**src/rtl/core/wtg_pkg.sv**
```systemverilog
// Shared types, constants and register map of the warble tone generator.
package wtg_pkg;

  localparam int PHASE_BITS  = 32;
  localparam int STEP_W      = 32;
  localparam int RATIO_W     = 32;
  localparam int SAMPLE_W    = 15;
  localparam int HPS_W       = 16;
  localparam int HPL_W       = 8;
  localparam int CFG_ADDR_W  = 5;
  localparam int CFG_DATA_W  = 32;
  localparam int IN_TDATA_W  = 8;
  localparam int OUT_TDATA_W = 16;

  localparam logic [RATIO_W-1:0] ONE_Q30 = 32'h4000_0000;

  typedef enum logic [1:0] {
    MODE_IDLE = 2'd0,
    MODE_RISE = 2'd1,
    MODE_FALL = 2'd2
  } mode_t;

  typedef enum logic [2:0] {
    REG_STEP_LOW     = 3'd0,
    REG_STEP_HIGH    = 3'd1,
    REG_UP_RATIO     = 3'd2,
    REG_DOWN_RATIO   = 3'd3,
    REG_GLIDE_ENABLE = 3'd4,
    REG_HALF_SAMPLES = 3'd5,
    REG_HALF_LIMIT   = 3'd6
  } reg_idx_t;

  typedef struct packed {
    logic [STEP_W-1:0]  step_low;
    logic [STEP_W-1:0]  step_high;
    logic [RATIO_W-1:0] up_ratio;
    logic [30:0]        down_ratio;
    logic               glide_enable;
    logic [HPS_W-1:0]   half_period_samples;
    logic [HPL_W-1:0]   half_period_limit;
  } cfg_t;

  typedef struct packed {
    logic                       active;
    logic signed [SAMPLE_W-1:0] sample;
  } res_t;

endpackage

```
**src/rtl/core/warble_tone_generator.sv**
```systemverilog
// Top level of the warble tone generator: config port, oscillator core and result register.
//
// Input stream: one transaction per item. in_tuser is the function (0 tick,
// 1 trigger), in_tdata[1:0] the trigger mode (0 idle, 1 rising, 2 falling).
// A tick yields the next sawtooth sample; a trigger loads the start step and
// glide ratio and yields a zero sample.
// Output stream: exactly one transaction per input item, in order.
// out_tdata[14:0] is the signed sample, out_tdata[15] the active flag.
// Latency: the result is valid in the cycle after the input transaction.
// Throughput: one item per cycle unless the output stalls; the oscillator
// state updates in the same cycle the item is taken (one 32x32 multiply,
// a clamp compare and the half-period counters).
// Stall: the result register holds until taken; in_tready stays high while
// out_tready is high or the result register is empty, so no result is lost.
// Reset: mode idle, phase and step zero, ratio 1.0, registers at defaults,
// result register empty. Write registers over APB only while idle.
module warble_tone_generator import wtg_pkg::*; (
  input  logic                   clk,
  input  logic                   rst_n,
  input  logic                   in_tvalid,
  output logic                   in_tready,
  input  logic [IN_TDATA_W-1:0]  in_tdata,   // [1:0] trigger_mode, rest zero
  input  logic                   in_tuser,   // [0] func
  output logic                   out_tvalid,
  input  logic                   out_tready,
  output logic [OUT_TDATA_W-1:0] out_tdata,  // [14:0] sample, [15] active
  input  logic                   cfg_psel,
  input  logic                   cfg_penable,
  input  logic                   cfg_pwrite,
  input  logic [CFG_ADDR_W-1:0]  cfg_paddr,
  input  logic [CFG_DATA_W-1:0]  cfg_pwdata,
  output logic [CFG_DATA_W-1:0]  cfg_prdata,
  output logic                   cfg_pready
);

  cfg_t cfg;
  res_t res;
  res_t out_r;
  logic out_valid_r, out_valid_nxt;
  logic in_accept;

  assign in_tready = !out_valid_r || out_tready;
  assign in_accept = in_tvalid && in_tready;

  wtg_cfg_regs u_cfg (
    .clk         (clk),
    .rst_n       (rst_n),
    .cfg_psel    (cfg_psel),
    .cfg_penable (cfg_penable),
    .cfg_pwrite  (cfg_pwrite),
    .cfg_paddr   (cfg_paddr),
    .cfg_pwdata  (cfg_pwdata),
    .cfg_prdata  (cfg_prdata),
    .cfg_pready  (cfg_pready),
    .cfg         (cfg)
  );

  wtg_core u_core (
    .clk          (clk),
    .rst_n        (rst_n),
    .cfg          (cfg),
    .accept       (in_accept),
    .func         (in_tuser),
    .trigger_mode (in_tdata[1:0]),
    .res          (res)
  );

  always_comb begin
    out_valid_nxt = out_valid_r;
    if (in_accept) out_valid_nxt = 1'b1;
    else if (out_tready) out_valid_nxt = 1'b0;
  end

  always_ff @(posedge clk) begin
    if (!rst_n) out_valid_r <= 1'b0;
    else out_valid_r <= out_valid_nxt;
  end

  always_ff @(posedge clk) begin
    if (in_accept) out_r <= res;
  end

  assign out_tvalid = out_valid_r;
  assign out_tdata  = {out_r.active, out_r.sample};

endmodule

```
**src/rtl/core/wtg_cfg_regs.sv**
```systemverilog
// APB-style configuration register file of the warble tone generator.
module wtg_cfg_regs import wtg_pkg::*; (
  input  logic                  clk,
  input  logic                  rst_n,
  input  logic                  cfg_psel,
  input  logic                  cfg_penable,
  input  logic                  cfg_pwrite,
  input  logic [CFG_ADDR_W-1:0] cfg_paddr,
  input  logic [CFG_DATA_W-1:0] cfg_pwdata,
  output logic [CFG_DATA_W-1:0] cfg_prdata,
  output logic                  cfg_pready,
  output cfg_t                  cfg
);

  cfg_t     cfg_r;
  cfg_t     cfg_nxt;
  logic     wr_en;
  reg_idx_t idx;

  assign cfg_pready = 1'b1;
  assign wr_en      = cfg_psel && cfg_penable && cfg_pwrite && cfg_pready;
  assign idx        = reg_idx_t'(cfg_paddr[CFG_ADDR_W-1:2]);
  assign cfg        = cfg_r;

  always_comb begin
    cfg_nxt = cfg_r;
    if (wr_en) begin
      unique case (idx)
        REG_STEP_LOW:     cfg_nxt.step_low            = cfg_pwdata;
        REG_STEP_HIGH:    cfg_nxt.step_high           = cfg_pwdata;
        REG_UP_RATIO:     cfg_nxt.up_ratio            = cfg_pwdata;
        REG_DOWN_RATIO:   cfg_nxt.down_ratio          = cfg_pwdata[30:0];
        REG_GLIDE_ENABLE: cfg_nxt.glide_enable        = cfg_pwdata[0];
        REG_HALF_SAMPLES: cfg_nxt.half_period_samples = cfg_pwdata[HPS_W-1:0];
        REG_HALF_LIMIT:   cfg_nxt.half_period_limit   = cfg_pwdata[HPL_W-1:0];
        default: ;
      endcase
    end
  end

  always_comb begin
    cfg_prdata = '0;
    unique case (idx)
      REG_STEP_LOW:     cfg_prdata = cfg_r.step_low;
      REG_STEP_HIGH:    cfg_prdata = cfg_r.step_high;
      REG_UP_RATIO:     cfg_prdata = cfg_r.up_ratio;
      REG_DOWN_RATIO:   cfg_prdata = {1'b0, cfg_r.down_ratio};
      REG_GLIDE_ENABLE: cfg_prdata = {31'd0, cfg_r.glide_enable};
      REG_HALF_SAMPLES: cfg_prdata = {16'd0, cfg_r.half_period_samples};
      REG_HALF_LIMIT:   cfg_prdata = {24'd0, cfg_r.half_period_limit};
      default:          cfg_prdata = '0;
    endcase
  end

  always_ff @(posedge clk) begin
    if (!rst_n) begin
      cfg_r.step_low            <= 32'd42852281;
      cfg_r.step_high           <= 32'd85704562;
      cfg_r.up_ratio            <= ONE_Q30;
      cfg_r.down_ratio          <= ONE_Q30[30:0];
      cfg_r.glide_enable        <= 1'b1;
      cfg_r.half_period_samples <= 16'd22050;
      cfg_r.half_period_limit   <= 8'd20;
    end else begin
      cfg_r <= cfg_nxt;
    end
  end

endmodule

```
**src/rtl/core/wtg_core.sv**
```systemverilog
// Oscillator state and one-pass update: phase, step glide, clamps and half-period counting.
module wtg_core import wtg_pkg::*; (
  input  logic       clk,
  input  logic       rst_n,
  input  cfg_t       cfg,
  input  logic       accept,
  input  logic       func,
  input  logic [1:0] trigger_mode,
  output res_t       res
);

  mode_t                 mode_r, mode_nxt;
  logic [PHASE_BITS-1:0] phase_r, phase_nxt;
  logic [STEP_W-1:0]     step_r, step_nxt;
  logic [RATIO_W-1:0]    ratio_r, ratio_nxt;
  logic [HPS_W-1:0]      sc_r, sc_nxt;
  logic [HPL_W-1:0]      hpc_r, hpc_nxt;

  logic [STEP_W+RATIO_W-1:0]  prod;
  logic [STEP_W-1:0]          prod_sat;
  logic [PHASE_BITS+31:0]     step_wide;
  logic [PHASE_BITS-1:0]      inc;
  logic                       running, rising, clamp_hi, clamp_lo;
  logic [HPS_W-1:0]           sc_inc;
  logic [HPL_W-1:0]           hpc_inc;
  logic                       half_end, last_half;
  logic [RATIO_W-1:0]         down_ratio_ext;
  logic [SAMPLE_W-1:0]        saw;

  // align the Q0.32 step to the phase width by its top bits
  assign step_wide = {step_r, PHASE_BITS'(0)};
  assign inc       = step_wide[PHASE_BITS+31 -: PHASE_BITS];

  assign prod     = step_r * ratio_r;
  assign prod_sat = (|prod[STEP_W+RATIO_W-1 -: 2]) ? '1 : prod[STEP_W+29:30];

  assign running   = (mode_r == MODE_RISE) || (mode_r == MODE_FALL);
  assign rising    = (mode_r == MODE_RISE);
  assign clamp_hi  = rising && (prod_sat > cfg.step_high);
  assign clamp_lo  = (mode_r == MODE_FALL) && (prod_sat < cfg.step_low);
  assign sc_inc    = sc_r + 1'b1;
  assign hpc_inc   = hpc_r + 1'b1;
  assign half_end  = sc_inc >= cfg.half_period_samples;
  assign last_half = hpc_inc == cfg.half_period_limit;

  assign down_ratio_ext = {1'b0, cfg.down_ratio};
  // top phase bits minus half scale: flip the sign bit
  assign saw = {~phase_r[PHASE_BITS-1], phase_r[PHASE_BITS-2 -: SAMPLE_W-1]};

  // next mode
  always_comb begin
    mode_nxt = mode_r;
    if (accept) begin
      if (func) begin
        case (trigger_mode)
          MODE_RISE: mode_nxt = MODE_RISE;
          MODE_FALL: mode_nxt = MODE_FALL;
          default:   mode_nxt = MODE_IDLE;
        endcase
      end else if (running) begin
        if (half_end) begin
          if (last_half) mode_nxt = MODE_IDLE;
          else if (rising) mode_nxt = MODE_FALL;
          else mode_nxt = MODE_RISE;
        end
      end else begin
        mode_nxt = MODE_IDLE;
      end
    end
  end

  // datapath and counters
  always_comb begin
    phase_nxt = phase_r;
    step_nxt  = step_r;
    ratio_nxt = ratio_r;
    sc_nxt    = sc_r;
    hpc_nxt   = hpc_r;
    if (accept) begin
      if (func) begin
        sc_nxt  = '0;
        hpc_nxt = '0;
        case (trigger_mode)
          MODE_RISE: begin
            step_nxt  = cfg.step_low;
            ratio_nxt = cfg.glide_enable ? cfg.up_ratio : ONE_Q30;
          end
          MODE_FALL: begin
            step_nxt  = cfg.step_high;
            ratio_nxt = cfg.glide_enable ? down_ratio_ext : ONE_Q30;
          end
          default: begin
            phase_nxt = '0;
            step_nxt  = '0;
            ratio_nxt = ONE_Q30;
          end
        endcase
      end else begin
        phase_nxt = phase_r + inc;
        step_nxt  = prod_sat;
        if (clamp_hi) begin
          step_nxt  = cfg.step_high;
          ratio_nxt = ONE_Q30;
        end else if (clamp_lo) begin
          step_nxt  = cfg.step_low;
          ratio_nxt = ONE_Q30;
        end
        if (running) begin
          sc_nxt = sc_inc;
          if (half_end) begin
            sc_nxt  = '0;
            hpc_nxt = hpc_inc;
            if (!last_half) begin
              if (cfg.glide_enable) begin
                ratio_nxt = rising ? down_ratio_ext : cfg.up_ratio;
              end else begin
                step_nxt  = rising ? cfg.step_low : cfg.step_high;
                ratio_nxt = ONE_Q30;
              end
            end
          end
        end
      end
    end
  end

  // result outputs
  always_comb begin
    res.sample = '0;
    if (!func && running) res.sample = saw;
    res.active = (mode_nxt != MODE_IDLE);
  end

  always_ff @(posedge clk) begin
    if (!rst_n) begin
      mode_r  <= MODE_IDLE;
      phase_r <= '0;
      step_r  <= '0;
      ratio_r <= ONE_Q30;
      sc_r    <= '0;
      hpc_r   <= '0;
    end else begin
      mode_r  <= mode_nxt;
      phase_r <= phase_nxt;
      step_r  <= step_nxt;
      ratio_r <= ratio_nxt;
      sc_r    <= sc_nxt;
      hpc_r   <= hpc_nxt;
    end
  end

endmodule
```
**config.mk**
```make
export PLATFORM = sky130hd
export DESIGN_NAME = warble_tone_generator
export DESIGN_NICKNAME = d
export VERILOG_FILES = /design/src/rtl/core/wtg_pkg.sv /design/src/rtl/core/warble_tone_generator.sv /design/src/rtl/core/wtg_cfg_regs.sv /design/src/rtl/core/wtg_core.sv
export SDC_FILE = /design/constraint.sdc
export NUM_CORES = 2
export LEC_CHECK = 0
export CAP_MARGIN = 30
export CORE_ASPECT_RATIO = 1.25
export CORE_UTILIZATION = 60
export DETAILED_ROUTE_END_ITERATION = 7
export DONT_BUFFER_PORTS = 1
export HOLD_SLACK_MARGIN = 0.06
export PLACE_DENSITY = 0.79
export RECOVER_POWER = 50
export REMOVE_ABC_BUFFERS = 1
export SYNTH_ARGS = -nofsm -noshare
export SYNTH_HDL_FRONTEND = slang
export SYNTH_SLANG_ARGS = --single-unit
```
**constraint.sdc**
```tcl
create_clock -name clk -period 9.15 [get_ports clk]
set_input_delay 1.83 -clock clk [delete_from_list [all_inputs] [get_ports clk]]
set_output_delay 1.83 -clock clk [all_outputs]
set_load 0.005 [all_outputs]
```
Word-level counts from Yosys, hierarchy flattened
Index checks and enable logic that the tools add are counted.
Cells by class
  multipliers: 1
  add/sub/neg operators: 3
  bitwise gates (word level): 1
  reduce and logical (&&, ||, !) cells: 27
  equality and inequality tests: 12
  magnitude comparators: 3
  mux-type cells: 39
Operator list (count)
  32-bit two-way mux: 20
  32-bit one-hot mux with 7 select lines: 1
  32-bit one-hot mux with 2 select lines: 2
  32-bit by 32-bit multiplier with 64-bit output: 1
  16-bit two-way mux: 3
  32-bit adder: 1
  32-bit greater-than comparator: 1
  32-bit < comparator: 1
  31-bit two-way mux: 1
  8-bit two-way mux: 3
  2-bit AND reduction: 9
  16-bit by 1-bit adder with 16-bit output, second input constant: 1
  16-bit >= comparator: 1
  2-bit two-way mux: 6
  3-bit == test, second input constant: 3
  8-bit by 1-bit adder with 8-bit output, second input constant: 1
  8-bit == test: 1
  2-bit nonzero test: 4
  3-bit by 2-bit == test with 1-bit output, second input constant: 2
  1-bit logical AND: 6
  2-bit by 1-bit == test with 1-bit output, second input constant: 2
  2-bit == test, second input constant: 2
  2-bit one-hot mux with 2 select lines: 1
  2-bit OR reduction: 2
  8 further kinds: 11
Word-level totals
  logic and storage cells: 102
  register bits after elaboration: 291
  output and inout port bits: 51

Longest topological paths before layout
  depth in word-level cells: 12
  mapped depth: 43
  mapped depth without buffers: 40

Cells and area by module
From an unflattened synthesis, not the netlist that was laid out.
Unflattened totals
  cell total of the unflattened synthesis: 5767
  area total of the unflattened synthesis: 51190.3 um^2
By module, submodules not included
  wtg_core: cells each 5027, area an instance 43589.3 um^2, times used 1
  wtg_cfg_regs: cells each 719, area an instance 7063.0 um^2, times used 1
  warble_tone_generator: cells each 21, area an instance 538.0 um^2, times used 1

Worst setup path before layout
Ideal clock, no wire load.
  kind: register -> register
  start point: register u_core.ratio_r[2]
  end point: register u_core.step_r[12] (netlist: u_core.inc[12])
  period minus slack after synthesis: 9.931 ns
  cell stages (with the launch flop): 38
  data arrival time: 9.803 ns
  data required time: 9.022 ns
  path buffers: 4
  setup time: 0.128 ns
  slack: -0.781 ns
  cell sequence: dfxtp_1 -> clkbuf_1 -> nand2_1 -> fa_1 -> inv_1 -> fa_1 -> inv_1 -> fa_1 -> fa_1 -> inv_1 -> fa_1 -> fa_1 -> fa_1 -> fa_1 -> ha_1 -> nand4_2 -> nor4_2 -> a221oi_1 -> [2 not listed] -> o211ai_1 -> and3b_1 -> a211oi_4 -> clkbuf_1 -> nand2_1 -> ha_1 -> a21oi_1 -> o21ai_0 -> a21o_1 -> a2111oi_0 -> a21oi_1 -> o311a_1 -> clkbuf_1 -> or2_2 -> o21a_1 -> buf_2 -> o221ai_1 -> a21oi_1
Between the ends
  word-level cells in the longest chain between the ends: 12
  elaborated cells between the ends (all ways): 14
  those cells by class: 1 x mul; 2 x order compare; 8 x mux; 3 x reduce/logical
Ends and longest elaborated chain
  start: declaration: RTL line wtg_core.sv:15  | logic [RATIO_W-1:0] ratio_r, ratio_nxt;
  start signal: assignment: RTL line wtg_core.sv:146  | ratio_r <= ratio_nxt;
  32-bit by 32-bit multiplier with 64-bit output (*): RTL line wtg_core.sv:34  | assign prod = step_r * ratio_r;
  2-bit OR reduction: RTL line wtg_core.sv:35  | assign prod_sat = (|prod[STEP_W+RATIO_W-1 -: 2]) ? '1 : prod[STEP_W+29:30];
  32-bit two-way mux (*): RTL line wtg_core.sv:35
  32-bit < comparator: RTL line wtg_core.sv:40  | assign clamp_lo = (mode_r == MODE_FALL) && (prod_sat < cfg.step_low);
  1-bit logical AND: RTL line wtg_core.sv:40
  32-bit two-way mux: RTL line wtg_core.sv:104  | end else if (clamp_lo) begin
  32-bit two-way mux (*): RTL line wtg_core.sv:101  | if (clamp_hi) begin
  32-bit two-way mux: RTL line wtg_core.sv:114  | if (cfg.glide_enable) begin
  32-bit two-way mux: RTL line wtg_core.sv:113  | if (!last_half) begin
  32-bit two-way mux: RTL line wtg_core.sv:110  | if (half_end) begin
  32-bit two-way mux (*): RTL line wtg_core.sv:108  | if (running) begin
  32-bit two-way mux (*): RTL line wtg_core.sv:80  | if (func) begin
  end signal: assignment: RTL line wtg_core.sv:145  | step_r <= step_nxt;
  end: declaration: RTL line wtg_core.sv:14  | logic [STEP_W-1:0] step_r, step_nxt;
Mark *: on every way between the ends. The rest lies on a longest branch, timed or not.
A chain may end at the register's enable or synchronous reset.

Worst setup path after layout
  start point: register u_core.ratio_r[9]
  end point: register u_core.step_r[14] (netlist: u_core.inc[14])
The elaborated chain is that of the path after synthesis.

==> impl_metrics.tcl <==
set metrics [dict create \
    routed_wl_um 157000 \
    crit_fanout 14 \
    via_count 43200 \
    critPathLaunchType "flop" \
    hold_class "reg2reg" \
    vias_per_cell 6.03 \
    root_buffer "clkbuf_16" \
    area.growth.synth_to_final_pct 16.6 \
    start_util_pct 60.5 \
    synth_area_leader_cell "fa_1" \
    ys_top_cells_by_count "983 x inv_1, 896 x fa_1, 850 x nand2_1" \
    synth_top_area_share_pct 35.8 \
    cts_buffers 28 \
    drive_above_1_share_pct 15.7 \
    r2r_cells 43 \
    crit_top_cell "fa_1" \
    required_ps 9670 \
    synthCells 5784 \
    cts_buffer_depth 3 \
    placedInstanceArea_mm2 0.0550 \
    final_antenna_net_count 0 \
    outcome "finished, violations left" \
    violations "capacitance limit, slew limit, setup timing" \
    period_needed_ps 10500 \
    setup_viol 64 \
    cts_hold_buf 0 \
    clock_latency_ps 650 \
    yosysMostFrequentCell "inv_1" \
    die_w_um 260 \
    async_reset_ff_share_pct 0 \
    fin_skew_ps 72.1 \
    final_area_mm2 0.0584 \
    cpPeakStageDelay_ps 560 \
    rows 118 \
    routedWlPerCell_um 21.9 \
    hold_viol 0 \
    r2r-end "u_core.inc[14]$_SDFFE_PN0P_" \
    gp_congestion 0.981 \
    synth_area_leaders "fa_1 36%, dfxtp_1 11%, ha_1 9.4%" \
    timing.rr.start "u_core.ratio_r[9]$_SDFFE_PN0P_" \
    synth_area_per_cell_um2 8.66 \
    ys.flop_type "dfxtp_1" \
    synth-edff-count 16 \
    drc_errors 0 \
    final.setup.worst_slack_ps -1350 \
    cts_tree "yes" \
    r2r_slack_ps -1350 \
    numClockSinks 291 \
    cp.arrival_ps 11020 \
    fin_nets 7393 \
    portBuffers 0 \
    rsz0062_at_grt "true" \
    cts.htree.levels 1 \
    hold_depth 2 \
    min_to "u_cfg.cfg[23]$_SDFFE_PN0P_" \
    slew_viol_final 47 \
    yosysWarnings 0 \
    ys_types 78 \
    post-route-period-util_pct 115 \
    end_kind "flop" \
    dr.first_iter.drc_count 3579 \
    first_global_vias 46200 \
    core_mm2 0.0828 \
    max_freq_mhz 95.2 \
    grt_use_total_pct 37.7 \
    dr.pass1.iters 6 \
    syn-cell-area_mm2 0.0501 \
    grt_max_degree 91 \
    synth_seq_cells 291 \
    worst_pin_slew_ps 2960 \
    slowest_stage "fa_1" \
    grt_overflow_total 0 \
    antenna_found_initial 3 \
    worstHoldStart "u_cfg.cfg[23]$_SDFFE_PN0P_" \
    hpwl_um 121000 \
    yosysSeqAreaShare_pct 11.9 \
    crit_type "reg2reg" \
    slew-limit-headroom_pct -97.3 \
    io_pins 104 \
    clk_pin_slew_ps 80 \
    maxCapViolCount 1 \
    grt_pass1_wl_um 248000 \
    die_h_um 325 \
    die-area_mm2 0.0847 \
]
==> timing repair <==
action,4_1_cts,5_1_grt
pin swaps,70,101
buffers inserted,32,39
gates resized for setup,213,151
gates cloned,5,1
setup endpoints to repair,64,64
==> cells in the final DEF, fill, tap and decap left out, drive strengths merged, types with 71 or more instances in the layout <==
cell    instances
ha            376
nand2         850
o21ai         171
fa            896
buf           610
a21oi         243
and2          571
inv           986
o211ai         82
nor2          162
nand3          71
dfxtp         275
==> stage by stage <==
| step | setup TNS, ps | cells | setup slack, ps | utilization (%) | hold WS, ps |
|---|---|---|---|---|---|
| after floorplan | -93820 | 5423 | -1750 | - | 436 |
| after global placement | -104110 | 7042 | -1800 | 66.3 | 441 |
| after detailed placement | -110610 | 7044 | -1970 | 66.4 | 447 |
| after CTS | -78780 | 7131 | -1340 | 69.3 | 456 |
| after global routing | -95720 | 7168 | -1600 | 70.5 | 489 |
| final | -80430 | 7169 | -1350 | 70.5 | 461 |
==> routing by layer <==
layer / track usage (%) / share of wire [%] / vias to the layer above / routed length [um]
li1: - / - / 18800 / -
met1: 45.3 / 35 / 21600 / 55500
met2: 63.8 / 49 / 2145 / 77400
met3: 5.43 / 8.5 / 645 / 13300
met4: 22.8 / 6.9 / 0 / 10800
met5: 0 / 0 / - / 0
==> layout make-up <==
cell class | instances | area, um2
multi-input cells | 4148 | 40500
clock buffers | 40 | 858
inverters | 985 | 3710
clock inverters | 10 | 139
fillers | 5995 | 24400
flip-flops and latches | 291 | 6060
diodes | 1 | 2.50
repair buffers | 614 | 5770
well taps | 1080 | 1350
==> critical path, delay by kind of cell, from the launching register on <==
| family | cells | cell delay [ps] |
|---|---|---|
| DFF | 1 | 440 |
| and+or+nand+nor | 9 | 1860 |
| AOI/OAI and AO/OA | 11 | 1980 |
| adders and majority gates | 10 | 4470 |
| buffers and inverters | 13 | 1610 |
==> flip-flops by register name (all words and copies together), names as in the netlist <==
name,cells
out_tdata,16
out_tvalid,1
u_cfg.cfg,152
u_core.hpc_r,8
u_core.inc,32
u_core.mode_r,2
u_core.phase_r,32
u_core.ratio_r,32
u_core.sc_r,16
==> cells by family (layout without fill, tap and decap cells) <==
kind of cell    after synthesis  count (layout)  share of synthesized area (%)
compound gates              861             861                           11.1
buf+inv                    1346            1649                           10.1
mux                          75              75                           2.13
simple gates               1839            1840                           17.7
xor+xnor                     99              99                           1.73
other cells                   1               2                        0.00748
flops                       291             291                           11.9
fa+ha+maj                  1272            1272                           45.2
==> worst max-delay path by stage <==
stage,start,endpoint,cells past startpoint
5_1_grt,u_core.ratio_r[9]$_SDFFE_PN0P_,u_core.inc[0]$_SDFFE_PN0P_,39
4_1_cts,u_core.ratio_r[14]$_SDFFE_PN0P_,u_core.inc[0]$_SDFFE_PN0P_,42
2_1_floorplan,u_core.inc[12]$_SDFFE_PN0P_,u_core.inc[23]$_SDFFE_PN0P_,35
3_3_place_gp,u_core.ratio_r[8]$_SDFFE_PN0P_,u_core.inc[7]$_SDFFE_PN0P_,42
6_report,u_core.ratio_r[9]$_SDFFE_PN0P_,u_core.inc[14]$_SDFFE_PN0P_,43
3_5_place_dp,u_core.ratio_r[10]$_SDFFE_PN0P_,u_core.inc[23]$_SDFFE_PN0P_,41
Power is not shown: default switching activity piles up to over one toggle a cycle in this logic, so the estimate is an artifact.
